===== src/ubx_rx_pkg.sv =====
// ----------------------------------------------------------------------------
// ubx_rx_pkg
// Shared constants, types and lookup functions for the UBX frame receiver.
// ----------------------------------------------------------------------------
`default_nettype none

package ubx_rx_pkg;

   // frame limits and sync pattern
   localparam int MAX_FRAME_BYTES = 512;
   localparam logic [16:0] MAX_FRAME_LIMIT = 17'(MAX_FRAME_BYTES);
   localparam logic [7:0] SYNC_FIRST  = 8'hB5;
   localparam logic [7:0] SYNC_SECOND = 8'h62;

   // message classes on the wire
   localparam logic [7:0] CLASS_NAV = 8'h01;
   localparam logic [7:0] CLASS_CFG = 8'h06;
   localparam logic [7:0] CLASS_ACK = 8'h05;

   // message ids on the wire
   localparam logic [7:0] ID_POSLLH  = 8'h02;
   localparam logic [7:0] ID_SOL     = 8'h06;
   localparam logic [7:0] ID_TIMEUTC = 8'h21;
   localparam logic [7:0] ID_SVINFO  = 8'h30;
   localparam logic [7:0] ID_VELNED  = 8'h12;
   localparam logic [7:0] ID_NAV5    = 8'h24;
   localparam logic [7:0] ID_ACK     = 8'h01;
   localparam logic [7:0] ID_NAK     = 8'h00;

   // class codes held while waiting for the id
   localparam logic [2:0] KIND_NAV = 3'd0;
   localparam logic [2:0] KIND_CFG = 3'd1;
   localparam logic [2:0] KIND_ACK = 3'd2;

   // message codes
   localparam logic [2:0] MSG_POSLLH  = 3'd0;
   localparam logic [2:0] MSG_SOL     = 3'd1;
   localparam logic [2:0] MSG_TIMEUTC = 3'd2;
   localparam logic [2:0] MSG_SVINFO  = 3'd3;
   localparam logic [2:0] MSG_VELNED  = 3'd4;
   localparam logic [2:0] MSG_NAV5    = 3'd5;
   localparam logic [2:0] MSG_ACK     = 3'd6;
   localparam logic [2:0] MSG_NAK     = 3'd7;

   // per-beat status codes
   typedef enum logic [2:0] {
      STATUS_NONE      = 3'd0,
      STATUS_PAYLOAD   = 3'd1,
      STATUS_CHECK1    = 3'd2,
      STATUS_GOOD      = 3'd3,
      STATUS_BAD_SUM   = 3'd4,
      STATUS_TOO_LONG  = 3'd5
   } status_type;

   // one result beat
   typedef struct packed {
      status_type  status;
      logic [2:0]  message_code;
      logic [7:0]  payload_byte;
      logic [15:0] byte_index;
      logic [15:0] payload_length;
   } result_type;

   // lookup of class byte to class code
   typedef struct packed {
      logic       hit;
      logic [2:0] kind;
   } lookup_type;

   function automatic lookup_type class_lookup(input logic [7:0] cls);
      lookup_type r;
      r = '{hit: 1'b1, kind: KIND_NAV};
      unique case (cls)
         CLASS_NAV: r.kind = KIND_NAV;
         CLASS_CFG: r.kind = KIND_CFG;
         CLASS_ACK: r.kind = KIND_ACK;
         default:   r.hit  = 1'b0;
      endcase
      return r;
   endfunction

   // lookup of (class code, id byte) to message code
   function automatic lookup_type id_lookup(input logic [2:0] kind, input logic [7:0] id);
      lookup_type r;
      r = '{hit: 1'b0, kind: MSG_POSLLH};
      if (kind == KIND_NAV) begin
         r.hit = 1'b1;
         unique case (id)
            ID_POSLLH:  r.kind = MSG_POSLLH;
            ID_SOL:     r.kind = MSG_SOL;
            ID_TIMEUTC: r.kind = MSG_TIMEUTC;
            ID_SVINFO:  r.kind = MSG_SVINFO;
            ID_VELNED:  r.kind = MSG_VELNED;
            default:    r.hit  = 1'b0;
         endcase
      end else if (kind == KIND_CFG) begin
         r.hit  = (id == ID_NAV5);
         r.kind = MSG_NAV5;
      end else if (kind == KIND_ACK) begin
         if (id == ID_ACK) begin
            r.hit  = 1'b1;
            r.kind = MSG_ACK;
         end else if (id == ID_NAK) begin
            r.hit  = 1'b1;
            r.kind = MSG_NAK;
         end
      end
      return r;
   endfunction

endpackage

`default_nettype wire


===== src/ubx_frame_receiver.sv =====
// ----------------------------------------------------------------------------
// ubx_frame_receiver
// Byte-serial UBX frame receiver with class/id filter and Fletcher-8 check.
// ----------------------------------------------------------------------------
// Usage:
//   req_ channel carries one received byte per beat in req_tdata[7:0].
//   rsp_ channel returns exactly one beat per input byte: rsp_tuser holds
//   the status (none, payload, first check byte, good, bad sum, too long),
//   rsp_tdata holds message code, payload byte, byte index and declared
//   payload length.
//   A byte first lands in the input register when it is accepted, and its
//   result is then registered in the result register.
//   Throughput is one byte per cycle while rsp_tready stays high; the
//   parser steps its state once per byte, which sets that figure.
//   Reset clears the parser to hunting for the first sync byte and empties
//   both registers.
//   When the receiver holds rsp_tready low, the result register keeps its
//   beat, one more byte is taken into the input register, then req_tready
//   drops until the result is taken.
// ----------------------------------------------------------------------------
`default_nettype none

module ubx_frame_receiver (
   input  wire logic        clock,
   input  wire logic        reset,
   input  wire logic        req_tvalid,
   output      logic        req_tready,
   input  wire logic [7:0]  req_tdata,   // [7:0] rx_byte
   output      logic        rsp_tvalid,
   input  wire logic        rsp_tready,
   output      logic [47:0] rsp_tdata,   // [2:0] message_code, [10:3] payload_byte,
                                         // [26:11] byte_index, [42:27] payload_length,
                                         // [47:43] zero
   output      logic [2:0]  rsp_tuser    // [2:0] status
);

   logic                   in_valid_ff, in_valid_in;
   logic [7:0]             in_byte_ff;
   logic                   out_valid_ff, out_valid_in;
   ubx_rx_pkg::result_type out_ff;
   ubx_rx_pkg::result_type step_result;
   logic                   advance;
   logic                   req_fire;

   // move a byte through when the result register is free or draining
   assign advance    = in_valid_ff && (!out_valid_ff || rsp_tready);
   assign req_tready = !in_valid_ff || advance;
   assign req_fire   = req_tvalid && req_tready;

   assign in_valid_in  = req_fire || (in_valid_ff && !advance);
   assign out_valid_in = advance || (out_valid_ff && !rsp_tready);

   ubx_rx_parser u_parser (
      .clock   (clock),
      .reset   (reset),
      .step    (advance),
      .rx_byte (in_byte_ff),
      .result  (step_result)
   );

   // input register
   always_ff @(posedge clock) begin
      if (reset) begin
         in_valid_ff <= 1'b0;
      end else begin
         in_valid_ff <= in_valid_in;
      end
      if (req_fire) begin
         in_byte_ff <= req_tdata;
      end
   end

   // result register
   always_ff @(posedge clock) begin
      if (reset) begin
         out_valid_ff <= 1'b0;
      end else begin
         out_valid_ff <= out_valid_in;
      end
      if (advance) begin
         out_ff <= step_result;
      end
   end

   // result packing
   assign rsp_tvalid = out_valid_ff;
   assign rsp_tuser  = out_ff.status;
   assign rsp_tdata  = {5'd0, out_ff.payload_length, out_ff.byte_index,
                        out_ff.payload_byte, out_ff.message_code};

`ifndef NO_ASSERTIONS
   // a processed byte always shows up in the result register
   assert property (@(posedge clock) disable iff (reset)
      advance |=> out_valid_ff)
      else $error("processed byte produced no result");

   // a held input byte is not lost while the result stalls
   assert property (@(posedge clock) disable iff (reset)
      (in_valid_ff && !advance) |=> (in_valid_ff && $stable(in_byte_ff)))
      else $error("stalled input byte lost");

   // payload data and index are zero on non-payload beats
   assert property (@(posedge clock) disable iff (reset)
      (out_valid_ff && out_ff.status != ubx_rx_pkg::STATUS_PAYLOAD)
      |-> (out_ff.payload_byte == 8'd0 && out_ff.byte_index == 16'd0))
      else $error("payload fields set on non-payload beat");
`endif

endmodule

`default_nettype wire


===== src/ubx_rx_parser.sv =====
// ----------------------------------------------------------------------------
// ubx_rx_parser
// Frame state machine with Fletcher-8 sums; one byte per step, result is
// combinational from the current state and byte.
// ----------------------------------------------------------------------------
`default_nettype none

module ubx_rx_parser (
   input  wire logic                   clock,
   input  wire logic                   reset,
   input  wire logic                   step,
   input  wire logic [7:0]             rx_byte,
   output ubx_rx_pkg::result_type      result
);

   typedef enum logic [2:0] {
      PH_HUNT   = 3'd0,
      PH_SYNC1  = 3'd1,
      PH_SYNC2  = 3'd2,
      PH_CLASS  = 3'd3,
      PH_ID     = 3'd4,
      PH_LEN_LO = 3'd5,
      PH_BODY   = 3'd6
   } phase_type;

   phase_type   phase_ff, phase_in;
   logic [7:0]  sum_a_ff, sum_a_in;
   logic [7:0]  sum_b_ff, sum_b_in;
   logic [15:0] seen_ff, seen_in;
   logic [15:0] length_ff, length_in;
   logic [2:0]  kind_ff, kind_in;
   logic [7:0]  check1_ff, check1_in;

   logic [7:0]             fold_a;
   logic [7:0]             fold_b;
   logic [16:0]            length_p1;
   ubx_rx_pkg::lookup_type cls_hit;
   ubx_rx_pkg::lookup_type id_hit;

   // running sums with this byte folded in
   assign fold_a    = sum_a_ff + rx_byte;
   assign fold_b    = sum_b_ff + fold_a;
   assign length_p1 = {1'b0, length_ff} + 17'd1;
   assign cls_hit   = ubx_rx_pkg::class_lookup(rx_byte);
   assign id_hit    = ubx_rx_pkg::id_lookup(kind_ff, rx_byte);

   // next state and result for the current byte
   always_comb begin
      phase_in  = phase_ff;
      sum_a_in  = sum_a_ff;
      sum_b_in  = sum_b_ff;
      seen_in   = seen_ff;
      length_in = length_ff;
      kind_in   = kind_ff;
      check1_in = check1_ff;
      result    = '{status: ubx_rx_pkg::STATUS_NONE, message_code: 3'd0,
                    payload_byte: 8'd0, byte_index: 16'd0, payload_length: 16'd0};
      unique case (phase_ff)
         PH_HUNT: begin
            if (rx_byte == ubx_rx_pkg::SYNC_FIRST) phase_in = PH_SYNC1;
         end
         PH_SYNC1: begin
            phase_in = (rx_byte == ubx_rx_pkg::SYNC_SECOND) ? PH_SYNC2 : PH_HUNT;
         end
         PH_SYNC2: begin
            if (cls_hit.hit) begin
               sum_a_in = fold_a;
               sum_b_in = fold_b;
               kind_in  = cls_hit.kind;
               phase_in = PH_CLASS;
            end else begin
               phase_in = PH_HUNT;
            end
         end
         PH_CLASS: begin
            if (id_hit.hit) begin
               sum_a_in            = fold_a;
               sum_b_in            = fold_b;
               kind_in             = id_hit.kind;
               phase_in            = PH_ID;
               result.message_code = id_hit.kind;
            end else begin
               phase_in = PH_HUNT;
               sum_a_in = 8'd0;
               sum_b_in = 8'd0;
               kind_in  = 3'd0;
            end
         end
         PH_ID: begin
            sum_a_in            = fold_a;
            sum_b_in            = fold_b;
            length_in           = {8'd0, rx_byte};
            phase_in            = PH_LEN_LO;
            result.message_code = kind_ff;
         end
         PH_LEN_LO: begin
            sum_a_in              = fold_a;
            sum_b_in              = fold_b;
            length_in             = {rx_byte, length_ff[7:0]};
            phase_in              = PH_BODY;
            result.message_code   = kind_ff;
            result.payload_length = {rx_byte, length_ff[7:0]};
         end
         PH_BODY: begin
            result.message_code   = kind_ff;
            result.payload_length = length_ff;
            // frame end cases restore reset values
            priority if ({1'b0, seen_ff} >= ubx_rx_pkg::MAX_FRAME_LIMIT) begin
               result.status = ubx_rx_pkg::STATUS_TOO_LONG;
               phase_in = PH_HUNT;
            end else if ({1'b0, seen_ff} == length_p1) begin
               result.status = (sum_a_ff == check1_ff && sum_b_ff == rx_byte) ?
                               ubx_rx_pkg::STATUS_GOOD : ubx_rx_pkg::STATUS_BAD_SUM;
               phase_in = PH_HUNT;
            end else if (seen_ff == 16'hFFFF) begin
               result.status = ubx_rx_pkg::STATUS_TOO_LONG;
               phase_in = PH_HUNT;
            end else begin
               if (seen_ff < length_ff) begin
                  sum_a_in            = fold_a;
                  sum_b_in            = fold_b;
                  result.status       = ubx_rx_pkg::STATUS_PAYLOAD;
                  result.payload_byte = rx_byte;
                  result.byte_index   = seen_ff;
               end else begin
                  check1_in     = rx_byte;
                  result.status = ubx_rx_pkg::STATUS_CHECK1;
               end
               seen_in = seen_ff + 16'd1;
            end
            if (phase_in == PH_HUNT) begin
               sum_a_in  = 8'd0;
               sum_b_in  = 8'd0;
               seen_in   = 16'd0;
               length_in = 16'd0;
               kind_in   = 3'd0;
               check1_in = 8'd0;
            end
         end
         default: begin
            phase_in  = PH_HUNT;
            sum_a_in  = 8'd0;
            sum_b_in  = 8'd0;
            seen_in   = 16'd0;
            length_in = 16'd0;
            kind_in   = 3'd0;
            check1_in = 8'd0;
         end
      endcase
   end

   // frame state registers
   always_ff @(posedge clock) begin
      if (reset) begin
         phase_ff  <= PH_HUNT;
         sum_a_ff  <= 8'd0;
         sum_b_ff  <= 8'd0;
         seen_ff   <= 16'd0;
         length_ff <= 16'd0;
         kind_ff   <= 3'd0;
         check1_ff <= 8'd0;
      end else if (step) begin
         phase_ff  <= phase_in;
         sum_a_ff  <= sum_a_in;
         sum_b_ff  <= sum_b_in;
         seen_ff   <= seen_in;
         length_ff <= length_in;
         kind_ff   <= kind_in;
         check1_ff <= check1_in;
      end
   end

`ifndef NO_ASSERTIONS
   // outside a frame body nothing is counted
   assert property (@(posedge clock) disable iff (reset)
      (phase_ff != PH_BODY) |-> (seen_ff == 16'd0))
      else $error("byte count nonzero outside frame body");

   // a frame end leaves the parser hunting with clear sums
   assert property (@(posedge clock) disable iff (reset)
      (step && (result.status == ubx_rx_pkg::STATUS_GOOD ||
                result.status == ubx_rx_pkg::STATUS_BAD_SUM ||
                result.status == ubx_rx_pkg::STATUS_TOO_LONG))
      |=> (phase_ff == PH_HUNT && sum_a_ff == 8'd0 && sum_b_ff == 8'd0))
      else $error("frame end did not restart parser");

   // payload bytes stay inside the declared length
   assert property (@(posedge clock) disable iff (reset)
      (result.status == ubx_rx_pkg::STATUS_PAYLOAD) |-> (result.byte_index < length_ff))
      else $error("payload index beyond declared length");
`endif

endmodule

`default_nettype wire

===== config.mk =====
export PLATFORM = sky130hd
export DESIGN_NAME = ubx_frame_receiver
export DESIGN_NICKNAME = d
export VERILOG_FILES = /design/src/ubx_rx_pkg.sv /design/src/ubx_frame_receiver.sv /design/src/ubx_rx_parser.sv
export SDC_FILE = /design/constraint.sdc
export NUM_CORES = 1
export LEC_CHECK = 0
export ABC_AREA = 0
export BUFFER_PORTS_ARGS = -buffer_cell sky130_fd_sc_hd__clkbuf_2
export CAP_MARGIN = 10
export CORE_UTILIZATION = 54
export CTS_CLUSTER_SIZE = 16
export DETAILED_ROUTE_END_ITERATION = 10
export GPL_TIMING_DRIVEN = 0
export PLACE_DENSITY = 0.85
export SYNTH_ARGS = -nofsm -noshare
export SYNTH_HDL_FRONTEND = slang
export SYNTH_HIERARCHICAL = 1
export SYNTH_SLANG_ARGS = --single-unit

===== constraint.sdc =====
create_clock -name clock -period 3 [get_ports clock]
set_input_delay 0.15 -clock clock [delete_from_list [all_inputs] [get_ports clock]]
set_output_delay 0.15 -clock clock [all_outputs]
set_load 0.005 [all_outputs]

==> impl_metrics.tcl <==
set metrics [dict create \
    p_clk_share_pct 50.9 \
    seqPwrFrac_pct 43.8 \
    crit_required_ns 3.31 \
    yosys_warnings 6 \
    yosys-top-cells-area "edfxtp_1 (25%), dfxtp_1 (20%), ha_1 (6.3%), xnor2_1 (5.4%), a22o_1 (4.0%)" \
    ys_seq_area_share_pct 44.34 \
    status "finished with violations" \
    clk_latency_ns 0.42 \
    boundaryPins 65 \
    drt_iter0_drc 429 \
    core_area_sq_um 11610 \
    grt_pass1_wl_mm 24.40 \
    min-delay-start "rsp_tready" \
    grt_pass1_vias 5077 \
    worstHoldPathType "in -> reg" \
    worstPathArrival_ns 3.45 \
    path_clk_slew_ns 0.06 \
    drv_cap 0 \
    clockBufferDepth 2 \
    hold_viol_final 0 \
    finalClockSkew_ns 0.006609 \
    overflow 0 \
    h-tree-depth 4 \
    tritoncts "done" \
    die_y_um 112.1 \
    dr.pass1.iters 10 \
    netSwitchingPower_mw 0.9217 \
    rows 39 \
    drt-total-wl_mm 16.00 \
    fin_crit_sh_pct 104.7 \
    powerDensity_nw_per_um2 485.6 \
    slew_violations 0 \
    relSlewSlack_pct 35.20 \
    cts_sinks 118 \
    regToRegStartpoint "in_byte_ff[1]" \
    synth-main-ff-cell "dfxtp_1" \
    die-width_um 112.1 \
    setup_violations 1 \
    cts_buffers 17 \
    antenna_left 0 \
    wl_per_cell_um 17.35 \
    grt_max_degree 48 \
    yosysTopAreaCellShare_pct 24.77 \
    dpl_cell_area_sq_um 7058 \
    yosysTopAreaCell "edfxtp_1" \
    nNetsFinal 813 \
    ys_types 70 \
    violations "DRC, setup timing" \
    fin_cells 922 \
    end_kind "flop" \
    synth_top_cells_by_count "dfxtp_1 (64), edfxtp_1 (54), nor2_1 (52), xnor2_1 (40), and2_1 (35)" \
    fmax_ghz 0.3182 \
    antenna_found_initial 0 \
    criticalPathCategory "reg -> reg" \
    syn_area_sq_um 6546 \
    dp_cells 859 \
    die-area_sq_um 12570 \
    reg2reg_depth 14 \
    stdcell_area_sq_um 8143 \
    min_to "in_valid_ff" \
    drive_gt1_share_pct 26.06 \
    intPower_mw 3.032 \
    regToRegSetupSlack_ns -0.14 \
    async_reset_ff_share_pct 0 \
    io_buffer_count 59 \
    synth_cells 647 \
    synth_edf_count 54 \
    clock-root-buffer "clkbuf_16" \
    dp_hpwl_mm 10.44 \
    via_per_inst 5.790 \
    drcViolationCount 2 \
    layout_setup_ws_ns -0.1423 \
    power_frac_comb_pct 5.3 \
    ys_ff_latch 118 \
    diodes 0 \
    switching_share_pct 23.31 \
    gp_congestion 0.8933 \
    start_kind "flop" \
    p_leak_nw 3.341 \
    min_path_cells 3 \
    path_max_fanout 2 \
    synth.avg_cell_area_sq_um 10.12 \
    track_usage_pct 25.07 \
    area_growth_pct 24.39 \
    dpl_worst_slack_ns -0.3978 \
    fin_crit_ns 3.142 \
    worst_pin_slew_ns 0.9618 \
    rsz0062_at_grt "true" \
    r2r_end "u_parser/sum_b_ff[7]" \
    initial_core_util_pct 56.37 \
    vias 5338 \
    synth.most_common_cell "dfxtp_1" \
    irDropWorstVdd_uv 345.5 \
]
## critical path: stages, from the launching register on
cell and delay [ns]:
edfxtp_1 0.47, ha_4 0.32, a21oi_2 0.06, nor2b_2 0.15, o21ai_2 0.08, a21oi_2 0.22, nor2_1 0.10, xnor2_1 0.23
ha_1 0.29, or2_2 0.31, a21oi_2 0.13, a21oi_2 0.07, xnor2_2 0.17, and3_4 0.18, a221o_1 0.25
## state kept, by name, indices dropped and copies added, names as in the netlist, 8 cells and up
name                cells
rsp_tdata              43
u_parser/check1_ff      8
in_byte_ff              8
u_parser/length_ff     16
u_parser/seen_ff       16
u_parser/sum_a_ff       8
u_parser/sum_b_ff       8
## kinds of logic after synthesis
| family | after synthesis | share of synthesized area (%) |
|---|---|---|
| simple gates | 224 | 19.51 |
| compound gates | 124 | 13.38 |
| flops | 118 | 44.34 |
| buf+inv | 70 | 5.581 |
| xor+xnor | 62 | 8.295 |
| fa+ha+maj | 35 | 6.919 |
| mux | 12 | 1.854 |
| other cells | 2 | 0.1147 |
## metrics by stage
| step | total power, mW | TNS (ns) | utilization [%] | hold WS (ns) |
|---|---|---|---|---|
| 2_1_floorplan | 1.870 | 0 | - | 0.2124 |
| 3_3_place_gp | 1.934 | -6.262 | 60.77 | 0.3307 |
| 3_5_place_dp | 1.941 | -9.832 | 60.77 | 0.3286 |
| 4_1_cts | 3.954 | 0 | 68.11 | 0.03252 |
| 5_1_grt | 4.065 | -0.4132 | 70.11 | 0.05433 |
| 6_report | 3.954 | -0.1423 | 70.11 | 0.04570 |
## layout by cell type (no fill, tap or decap), types with 11 or more instances in the layout
cell and count:
clkbuf_2 62, dfxtp_1 60, edfxtp_1 54, nor2_1 50
xnor2_1 37, buf_4 35, and2_1 35, inv_1 30
nand2_1 30, a22o_1 30, ha_1 29, a21oi_1 22
xor2_1 22, clkbuf_16 20, o21ai_0 17, a21o_1 15
nand2b_1 14, nand4_1 14, conb_1 12, nand3_1 12
clkbuf_1 11, mux2i_1 11
## repair_timing
item | 4_1_cts | 5_1_grt
pin swaps | 13 | 28
endpoints found under the setup margin | 58 | 60
setup buffers | 9 | 15
hold endpoints to repair | 9 | 0
hold buffers | 9 | 0
gates resized for setup | 22 | 32
## area by class of cell
class | instances | area [sq um]
buffer | 38 | 244.0
clock buffer | 20 | 500.5
sequential | 118 | 2915
multi-input combinational | 469 | 3508
clock inverter | 12 | 101.3
tap | 143 | 178.9
timing repair buffer | 92 | 581.8
inverter | 30 | 112.6
fill | 843 | 3471
## power by group through the flow
stage / Sequential [mW] / Clock, mW / Combinational, mW
final: 1.73 / 2.01 / 0.211
after global routing: 1.73 / 2.10 / 0.227
after CTS: 1.73 / 2.03 / 0.193
after detailed placement: 1.77 / 0 / 0.172
after global placement: 1.77 / 0 / 0.166
after floorplan: 1.77 / 0 / 0.101
## worst max path at each step
stage,from,to,cells after the start
global placement,u_parser/length_ff[0],rsp_tdata[4],8
global route,in_byte_ff[1],u_parser/sum_b_ff[7],14
detailed placement,u_parser/length_ff[1],rsp_tdata[4],10
finish,in_byte_ff[1],u_parser/sum_b_ff[7],14
floorplan,in_byte_ff[0],u_parser/sum_b_ff[7],13
CTS,in_byte_ff[1],u_parser/sum_b_ff[7],14
## per-layer routing
metal  track usage [%]  up-vias  share of wire (%)
met3             5.886       49                5.5
met5                 0        -                  0
li1                  -     2528                  -
met4             12.44        0                3.3
met2             43.60      203                 51
met1             29.03     2558                 41
Note: power is estimated with default switching activity, not from simulation.
